[src/sv/etc1_pkg.sv]
// shared types, constants and functions for the etc1 block decoder
`default_nettype none

package etc1_pkg;

    localparam int unsigned PIXELS      = 16;
    localparam int unsigned PIX_IDX_W   = $clog2(PIXELS);
    localparam int unsigned QUEUE_DEPTH = 2;
    localparam int unsigned QPTR_W      = (QUEUE_DEPTH > 1) ? $clog2(QUEUE_DEPTH) : 1;
    localparam int unsigned QCNT_W      = $clog2(QUEUE_DEPTH + 1);
    localparam int unsigned APB_ADDR_W  = 3;
    localparam int unsigned APB_DATA_W  = 32;

    // register index taken from paddr[2]
    localparam logic REG_MERGE_ALPHA = 1'b0;

    typedef logic [7:0] t_chan;

    typedef struct packed {
        t_chan [2:0] base0;
        t_chan [2:0] base1;
        logic  [2:0] cw0;
        logic  [2:0] cw1;
        logic        flip;
        logic [31:0] sel;
    } t_job;

    // 5-bit to 8-bit widening of an 8-bit value, truncated to 8 bits
    function automatic t_chan widen5(input logic [7:0] c);
        t_chan w;
        w = {c[4:0], 3'b000} | {2'b00, c[7:2]};
        return w;
    endfunction

    // modifier table row, remapped selector column
    function automatic logic signed [8:0] mod_value(input logic [2:0] cw,
                                                    input logic [1:0] code);
        logic [7:0]        mag_far;
        logic [7:0]        mag_near;
        logic [7:0]        mag;
        logic signed [8:0] v;
        case (cw)
            3'd0:    begin mag_far = 8'd8;   mag_near = 8'd2;  end
            3'd1:    begin mag_far = 8'd17;  mag_near = 8'd5;  end
            3'd2:    begin mag_far = 8'd29;  mag_near = 8'd9;  end
            3'd3:    begin mag_far = 8'd42;  mag_near = 8'd13; end
            3'd4:    begin mag_far = 8'd60;  mag_near = 8'd18; end
            3'd5:    begin mag_far = 8'd80;  mag_near = 8'd24; end
            3'd6:    begin mag_far = 8'd106; mag_near = 8'd33; end
            default: begin mag_far = 8'd183; mag_near = 8'd47; end
        endcase
        // code {msb,lsb}: 0 -> +near, 1 -> +far, 2 -> -near, 3 -> -far
        mag = code[0] ? mag_far : mag_near;
        v   = code[1] ? -$signed({1'b0, mag}) : $signed({1'b0, mag});
        return v;
    endfunction

    function automatic t_chan clamp_add(input t_chan base, input logic signed [8:0] m);
        logic signed [9:0] s;
        t_chan             r;
        s = $signed({2'b00, base}) + $signed({m[8], m});
        if (s < 0) begin
            r = 8'd0;
        end else if (s > 10'sd255) begin
            r = 8'd255;
        end else begin
            r = s[7:0];
        end
        return r;
    endfunction

endpackage

`default_nettype wire

[src/sv/etc1_front.sv]
// front end: accepts a block and decodes bases and codewords
`default_nettype none

module etc1_front (
    input  wire logic            i_in_valid,
    input  wire logic [31:0]     i_endpoint_word,
    input  wire logic [31:0]     i_selector_word,
    output logic                 o_push,
    output etc1_pkg::t_job       o_job
);
    import etc1_pkg::*;

    logic       diff;
    logic [4:0] c;
    logic [2:0] d;
    logic [7:0] dx;
    logic [7:0] c2;
    logic [3:0] a;
    logic [3:0] b;

    assign diff   = i_endpoint_word[1];
    assign o_push = i_in_valid;

    always_comb begin
        o_job      = '0;
        o_job.cw0  = i_endpoint_word[7:5];
        o_job.cw1  = i_endpoint_word[4:2];
        o_job.flip = i_endpoint_word[0];
        o_job.sel  = i_selector_word;
        c  = '0;
        d  = '0;
        dx = '0;
        c2 = '0;
        a  = '0;
        b  = '0;
        for (int ch = 0; ch < 3; ch++) begin
            a  = i_endpoint_word[28 - 8*ch +: 4];
            b  = i_endpoint_word[24 - 8*ch +: 4];
            c  = i_endpoint_word[27 - 8*ch +: 5];
            d  = i_endpoint_word[24 - 8*ch +: 3];
            dx = {{5{d[2]}}, d};
            c2 = {3'b000, c} + dx;
            if (diff) begin
                o_job.base0[ch] = widen5({3'b000, c});
                o_job.base1[ch] = widen5(c2);
            end else begin
                o_job.base0[ch] = {a, a};
                o_job.base1[ch] = {b, b};
            end
        end
    end

endmodule

`default_nettype wire

[src/sv/etc1_queue.sv]
// short queue of decoded blocks between front and back
`default_nettype none

module etc1_queue (
    input  wire logic            i_clk,
    input  wire logic            i_rst_n,
    input  wire logic            i_push,
    input  wire etc1_pkg::t_job  i_job,
    output logic                 o_full,
    input  wire logic            i_pop,
    output logic                 o_job_valid,
    output etc1_pkg::t_job       o_job
);
    import etc1_pkg::*;

    t_job              r_mem [QUEUE_DEPTH];
    logic [QPTR_W-1:0] r_wr_ptr;
    logic [QPTR_W-1:0] r_rd_ptr;
    logic [QCNT_W-1:0] r_count;
    logic [QPTR_W-1:0] n_wr_ptr;
    logic [QPTR_W-1:0] n_rd_ptr;
    logic [QCNT_W-1:0] n_count;
    logic              push_ok;
    logic              pop_ok;

    assign o_full      = (r_count == QCNT_W'(QUEUE_DEPTH));
    assign o_job_valid = (r_count != '0);
    assign o_job       = r_mem[r_rd_ptr];
    assign push_ok     = i_push && !o_full;
    assign pop_ok      = i_pop && o_job_valid;

    always_comb begin
        n_wr_ptr = r_wr_ptr;
        n_rd_ptr = r_rd_ptr;
        n_count  = r_count;
        if (push_ok) begin
            n_wr_ptr = (r_wr_ptr == QPTR_W'(QUEUE_DEPTH - 1)) ? '0 : r_wr_ptr + 1'b1;
        end
        if (pop_ok) begin
            n_rd_ptr = (r_rd_ptr == QPTR_W'(QUEUE_DEPTH - 1)) ? '0 : r_rd_ptr + 1'b1;
        end
        if (push_ok && !pop_ok) begin
            n_count = r_count + 1'b1;
        end else if (pop_ok && !push_ok) begin
            n_count = r_count - 1'b1;
        end
    end

    always_ff @(posedge i_clk) begin
        if (!i_rst_n) begin
            r_wr_ptr <= '0;
            r_rd_ptr <= '0;
            r_count  <= '0;
        end else begin
            r_wr_ptr <= n_wr_ptr;
            r_rd_ptr <= n_rd_ptr;
            r_count  <= n_count;
        end
    end

    always_ff @(posedge i_clk) begin
        if (push_ok) begin
            r_mem[r_wr_ptr] <= i_job;
        end
    end

endmodule

`default_nettype wire

[src/sv/etc1_back.sv]
// back end: walks the 16 pixels of a decoded block into the output register
`default_nettype none

module etc1_back (
    input  wire logic            i_clk,
    input  wire logic            i_rst_n,
    input  wire logic            i_merge_alpha,
    input  wire logic            i_job_valid,
    input  wire etc1_pkg::t_job  i_job,
    output logic                 o_pop,
    output logic                 o_out_valid,
    input  wire logic            i_out_stall,
    output logic [7:0]           o_red,
    output logic [7:0]           o_green,
    output logic [7:0]           o_blue,
    output logic [7:0]           o_alpha,
    output logic [1:0]           o_pixel_col,
    output logic [1:0]           o_pixel_row,
    output logic                 o_last_pixel
);
    import etc1_pkg::*;

    t_job                 r_job;
    logic                 r_busy;
    logic [PIX_IDX_W-1:0] r_idx;
    logic                 r_out_valid;
    logic [7:0]           r_red;
    logic [7:0]           r_green;
    logic [7:0]           r_blue;
    logic [7:0]           r_alpha;
    logic [1:0]           r_col;
    logic [1:0]           r_row;
    logic                 r_last;

    logic                 n_busy;
    logic [PIX_IDX_W-1:0] n_idx;
    logic                 n_out_valid;

    logic                 advance;
    logic                 is_last;
    logic                 take;
    logic                 half;
    logic                 msb;
    logic                 lsb;
    logic [2:0]           cw;
    t_chan [2:0]          base;
    logic signed [8:0]    m;
    t_chan                pr;
    t_chan                pg;
    t_chan                pb;

    assign advance = r_busy && (!r_out_valid || !i_out_stall);
    assign is_last = (r_idx == PIX_IDX_W'(PIXELS - 1));
    assign take    = i_job_valid && (!r_busy || (advance && is_last));
    assign o_pop   = take;

    always_comb begin
        half = r_job.flip ? r_idx[1] : r_idx[3];
        msb  = r_job.sel[{1'b1, r_idx}];
        lsb  = r_job.sel[{1'b0, r_idx}];
        cw   = half ? r_job.cw1 : r_job.cw0;
        base = half ? r_job.base1 : r_job.base0;
        m    = mod_value(cw, {msb, lsb});
        pr   = clamp_add(base[0], m);
        pg   = clamp_add(base[1], m);
        pb   = clamp_add(base[2], m);
    end

    always_comb begin
        n_busy      = r_busy;
        n_idx       = r_idx;
        n_out_valid = r_out_valid;
        if (take) begin
            n_busy = 1'b1;
            n_idx  = '0;
        end else if (advance) begin
            n_busy = !is_last;
            n_idx  = r_idx + 1'b1;
        end
        if (advance) begin
            n_out_valid = 1'b1;
        end else if (!i_out_stall) begin
            n_out_valid = 1'b0;
        end
    end

    always_ff @(posedge i_clk) begin
        if (!i_rst_n) begin
            r_busy      <= 1'b0;
            r_idx       <= '0;
            r_out_valid <= 1'b0;
        end else begin
            r_busy      <= n_busy;
            r_idx       <= n_idx;
            r_out_valid <= n_out_valid;
        end
    end

    always_ff @(posedge i_clk) begin
        if (take) begin
            r_job <= i_job;
        end
        if (advance) begin
            if (i_merge_alpha) begin
                r_red   <= 8'd0;
                r_green <= 8'd0;
                r_blue  <= 8'd0;
                r_alpha <= pg;
            end else begin
                r_red   <= pr;
                r_green <= pg;
                r_blue  <= pb;
                r_alpha <= 8'd255;
            end
            r_col  <= r_idx[3:2];
            r_row  <= r_idx[1:0];
            r_last <= is_last;
        end
    end

    assign o_out_valid  = r_out_valid;
    assign o_red        = r_red;
    assign o_green      = r_green;
    assign o_blue       = r_blue;
    assign o_alpha      = r_alpha;
    assign o_pixel_col  = r_col;
    assign o_pixel_row  = r_row;
    assign o_last_pixel = r_last;

endmodule

`default_nettype wire

[src/sv/etc1_block_decoder.sv]
// top level of the etc1 block decoder with its register port
// usage:
//   input channel (i_in_valid / o_in_stall) takes one 64-bit etc1 block per
//   transfer as i_endpoint_word (block bits 63..32) and i_selector_word
//   (bits 31..0).
//   output channel (o_out_valid / i_out_stall) gives 16 pixel transfers per
//   block in order col*4+row, o_last_pixel marking the sixteenth.
//   when the queue and back end are empty, the first pixel of a block shows
//   after its queue entry, the back end job register and the output register.
//   one pixel leaves per cycle while the receiver does not stall; blocks
//   follow each other with no gap, set by the back end pixel counter.
//   a two-entry queue of decoded blocks sits between front and back, so
//   input is taken while pixels of earlier blocks still drain.
//   when the receiver stalls the output register holds its pixel; the
//   queue then fills and o_in_stall rises.
//   reset (synchronous, active low) empties the queue, drops any block in
//   flight and clears merge_alpha (register 0, byte address 0) to 0.
`default_nettype none

module etc1_block_decoder (
    input  wire logic                            i_clk,
    input  wire logic                            i_rst_n,
    input  wire logic                            psel,
    input  wire logic                            penable,
    input  wire logic                            pwrite,
    input  wire logic [etc1_pkg::APB_ADDR_W-1:0] paddr,
    input  wire logic [etc1_pkg::APB_DATA_W-1:0] pwdata,
    output logic      [etc1_pkg::APB_DATA_W-1:0] prdata,
    output logic                                 pready,
    input  wire logic                            i_in_valid,
    output logic                                 o_in_stall,
    input  wire logic [31:0]                     i_endpoint_word,
    input  wire logic [31:0]                     i_selector_word,
    output logic                                 o_out_valid,
    input  wire logic                            i_out_stall,
    output logic [7:0]                           o_red,
    output logic [7:0]                           o_green,
    output logic [7:0]                           o_blue,
    output logic [7:0]                           o_alpha,
    output logic [1:0]                           o_pixel_col,
    output logic [1:0]                           o_pixel_row,
    output logic                                 o_last_pixel
);
    import etc1_pkg::*;

    logic r_merge_alpha;
    logic n_merge_alpha;
    logic reg_write;
    logic reg_hit;
    logic push;
    logic full;
    logic pop;
    logic job_valid;
    t_job front_job;
    t_job queue_job;

    assign pready    = 1'b1;
    assign reg_hit   = (paddr[2] == REG_MERGE_ALPHA);
    assign reg_write = psel && penable && pwrite && pready;
    assign prdata    = reg_hit ? {{(APB_DATA_W - 1){1'b0}}, r_merge_alpha} : '0;

    always_comb begin
        n_merge_alpha = r_merge_alpha;
        if (reg_write && reg_hit) begin
            n_merge_alpha = pwdata[0];
        end
    end

    always_ff @(posedge i_clk) begin
        if (!i_rst_n) begin
            r_merge_alpha <= 1'b0;
        end else begin
            r_merge_alpha <= n_merge_alpha;
        end
    end

    assign o_in_stall = full;

    etc1_front u_front (
        .i_in_valid      (i_in_valid),
        .i_endpoint_word (i_endpoint_word),
        .i_selector_word (i_selector_word),
        .o_push          (push),
        .o_job           (front_job)
    );

    etc1_queue u_queue (
        .i_clk       (i_clk),
        .i_rst_n     (i_rst_n),
        .i_push      (push),
        .i_job       (front_job),
        .o_full      (full),
        .i_pop       (pop),
        .o_job_valid (job_valid),
        .o_job       (queue_job)
    );

    etc1_back u_back (
        .i_clk         (i_clk),
        .i_rst_n       (i_rst_n),
        .i_merge_alpha (r_merge_alpha),
        .i_job_valid   (job_valid),
        .i_job         (queue_job),
        .o_pop         (pop),
        .o_out_valid   (o_out_valid),
        .i_out_stall   (i_out_stall),
        .o_red         (o_red),
        .o_green       (o_green),
        .o_blue        (o_blue),
        .o_alpha       (o_alpha),
        .o_pixel_col   (o_pixel_col),
        .o_pixel_row   (o_pixel_row),
        .o_last_pixel  (o_last_pixel)
    );

endmodule

`default_nettype wire
[config.mk]
export PLATFORM = sky130hd
export DESIGN_NAME = etc1_block_decoder
export DESIGN_NICKNAME = d
export VERILOG_FILES = /design/src/sv/etc1_pkg.sv /design/src/sv/etc1_front.sv /design/src/sv/etc1_queue.sv /design/src/sv/etc1_back.sv /design/src/sv/etc1_block_decoder.sv
export SDC_FILE = /design/constraint.sdc
export NUM_CORES = 1
export LEC_CHECK = 0
export BUFFER_PORTS_ARGS = -buffer_cell sky130_fd_sc_hd__buf_4
export CORE_MARGIN = 2
export CORE_UTILIZATION = 54
export CTS_BUF_LIST = sky130_fd_sc_hd__clkbuf_8
export DETAILED_ROUTE_END_ITERATION = 7
export GPL_TIMING_DRIVEN = 0
export HOLD_SLACK_MARGIN = 0.12
export MAX_ROUTING_LAYER = met4
export PLACE_DENSITY = 0.78
export SYNTH_ARGS = -nofsm -noshare
export SYNTH_HDL_FRONTEND = slang
export SYNTH_SLANG_ARGS = --single-unit
[constraint.sdc]
create_clock -name i_clk -period 5.2 [get_ports i_clk]
set_input_delay 0.78 -clock i_clk [delete_from_list [all_inputs] [get_ports i_clk]]
set_output_delay 0.78 -clock i_clk [all_outputs]
set_load 0.01 [all_outputs]
==> key figures <==
Status
  – Outcome: finished, final reports clean

CTS
  – Worst skew pair latency: 0.55 ns
  – TritonCTS clock tree: yes
  – Hold buffers post-CTS: 0
  – CTS H-tree lvls: 2
  – TritonCTS Buffers: 48
  – Worst-path clk slew: 0.06 ns
  – Sink Count: 309
  – CTS max path bufs: 3
  – Clk root buf: clkbuf_8

Timing
  – Max transition margin: 36.0%
  – Hold Slack: 0.406 ns
  – Final TNS setup: 0 ns
  – Clock skew: 0.0261 ns
  – Final setup vio count: 0
  – Worst slew pin tran: 0.960 ns
  – Max Slew Vio Count: 0
  – Setup ws final: 0.251 ns
  – Tmin final: 4.95 ns
  – Fmax: 0.202 GHz
  – Fin crit share: 95.2%
  – Final Hold Viols: 0

Min path
  – Hold Path End: u_queue.r_mem[1][32]
  – Hold path start: i_endpoint_word[0]
  – Hold Path Class: in -> reg
  – Worst Hold Path Cells: 1

Synth
  – Yosys warns: 0
  – Synth top area share: 63.1%
  – Asr flop ratio synth: 0%
  – Syn avg cell area: 14.6 um^2
  – Syn Inst Count: 969
  – Prevailing post-synth register cell: edfxtp_1
  – Synthesized cell area: 14200 um^2
  – Count leader, synth: edfxtp_1
  – FF+latch count, synth: 309
  – Synth cell types: 62
  – Post-synth EDFFs: 298
  – Post-synthesis sequential area ratio: 64.6%
  – Leading area contributor after synthesis: edfxtp_1
  – Most instantiated cells after synthesis: 298 x edfxtp_1, 114 x mux2_2, 55 x nand2_1, 50 x a21oi_1, 47 x inv_1
  – Synth area leaders: edfxtp_1 63%, mux2_2 9.0%, ha_1 3.6%, xnor2_1 1.9%, a21oi_1 1.8%

Global routing
  – Met1 usage: 26.3%
  – Global-route wire length before repair: 43.1 mm
  – Global-route met2 utilization: 33.8%
  – Met3 GRT Util: 3.43%
  – Initial antenna violation count: 0
  – GRT busiest layer: met2
  – Number of global-route vias before repair: 8325
  – Total gr overflow: 0
  – GRT Total Usage: 20.5%
  – Largest net degree at the start of global routing: 54

Drt
  – WL final: 27.4 mm
  – Via count: 8246
  – # DRC: 0
  – Mean routed wirelength per cell: 17.8 um
  – Antenna Nets Post-Route: 0
  – Number of vias per cell: 5.37
  – DRT iter0 DRCs: 672
  – Drt pass-1 iters: 5

Cells and area
  – N_diodes: 0
  – Nets@finish: 1325
  – Util after Layout: 64.5%
  – Syn-to-layout area delta: 17.8%
  – Share of cells above drive strength 1: 32.3%
  – Layout Cell Area excl Fill: 16700 um^2

Critical path
  – Reg2Reg Depth: 22
  – Setup crit start kind: register
  – Top cell by count, worst path: a21oi_1
  – Crit path arrival time: 5.22 ns
  – Slowest CP cell: mux4_2
  – Critical path type: reg -> reg
  – WP buf/inv: 4
  – Reg2Reg Capture Point: u_back.o_blue[4]
  – CP peak stage delay: 0.53 ns
  – Endpoint class of the critical path: register
  – Worst reg2reg startpoint: u_back.r_idx[1]
  – Worst EP required: 5.47 ns
  – Crit path max-delay family: compound AO/OA/AOI/OAI gates
  – Reg-to-reg slack, setup: 0.25 ns
  – CP max FO: 10
  – CP cell instances: buf_12, mux4_2, a22oi_2, and2_1, buf_6, maj3_1, o22ai_2, inv_1, ha_2, mux2i_4, inv_2, ha_1, a21o_1, a21oi_1, nor2b_1, nor2_1, nor2_1, o31ai_2, a21oi_1, o21ai_0, a21o_2, a21oi_1

Die
  – Die X: 166 um
  – # IOs: 178
  – FP Rows: 59
  – Die Y: 166 um
  – Initial Util: 54.8%
  – Die area: 27600 um^2
  – Core box area: 25900 um^2

Pwr
  – LEAKAGE: 0.00641 uW
  – Power per cell area: 632 nW/um^2
  – Worst vdd ir: 0.000450 V

Placed design
  – DP HPWL: 18.7 mm
  – Gp weighted congestion: 0.885
  – Port Buf Inserts: 111
  – Placed standard-cell area: 15700 um^2
  – Pre-CTS setup slack: -0.440 ns

Run
  – Max_cap viols: 0
==> power by group <==
| group | internal, uW | switching [uW] | leakage (uW) |
|---|---|---|---|
| Combinational | 2130 | 2880 | 0.00306 |
| Sequential | 3680 | 175 | 0.00286 |
| Clock | 865 | 854 | 0.000484 |
| Total | 6670 | 3910 | 0.00641 |
==> metal layers <==
layer	part of all wire, %	routed length (um)
met5	0	0
met4	2.4	668
met3	5.9	1610
met2	49	13400
met1	43	11700
==> timing repair <==
action	4_1_cts	5_1_grt
gates resized for setup	22	22
pin swaps	0	5
buffers inserted	1	6
setup endpoints to repair	32	32
==> how the worst max path moves through the flow <==
stage,slack (ns),end,startpoint,cells after the start
2_1_floorplan,0.16,u_queue.r_mem[0][0],i_in_valid,2
3_3_place_gp,-2.12,u_queue.r_mem[0][62],i_in_valid,3
3_5_place_dp,-0.44,u_back.o_alpha[5],u_back.r_idx[3],19
4_1_cts,-0.02,u_back.o_alpha[5],u_back.r_idx[1],23
5_1_grt,-0.04,u_back.o_alpha[5],u_back.r_idx[1],22
6_report,0.25,u_back.o_blue[4],u_back.r_idx[1],22
==> kinds of logic after synthesis <==
kind of cell | synth area share, %
simple gates | 6.11
buf+inv | 4.00
mux | 11.7
compound gates | 5.99
fa+ha+maj | 4.53
other cells | 0.0529
xor+xnor | 2.97
flops | 64.6
==> registers in the layout (all words and copies together) (netlist names), 4 cells and up <==
register        count
u_back.o_blue       8
u_queue.r_mem     174
u_back.r_job       87
u_back.o_red        8
u_back.o_alpha      8
u_back.o_green      8
u_back.r_idx        4
==> stage by stage <==
step / cells / power (uW)
2_1_floorplan: 999 / 7210
3_3_place_gp: 1445 / 8360
3_5_place_dp: 1451 / 8500
4_1_cts: 1530 / 10400
5_1_grt: 1535 / 11300
6_report: 1535 / 10600
==> layout make-up <==
cell class,instances,area [um^2]
well taps,335,419
plain buffers,63,407
repair buffers,124,1020
flip-flops and latches,309,9170
inverters,47,179
fillers,1857,9190
clock inverters,29,120
clock buffers,49,674
multi-input cells,579,4730
==> cell usage in the layout (no fill, tap or decap), drive strengths merged, types with 13 or more instances in the layout <==
cell type and instances:
edfxtp 298, buf 167, xnor2 31, nand2b 17
clkbuf 69, nor2 43, nand2 55, conb 32
ha 41, mux2i 17, a21oi 51, inv 68
o21ai 34, a21o 13, mux2 115
No activity file was read; power rests on OpenSTA's default activity.
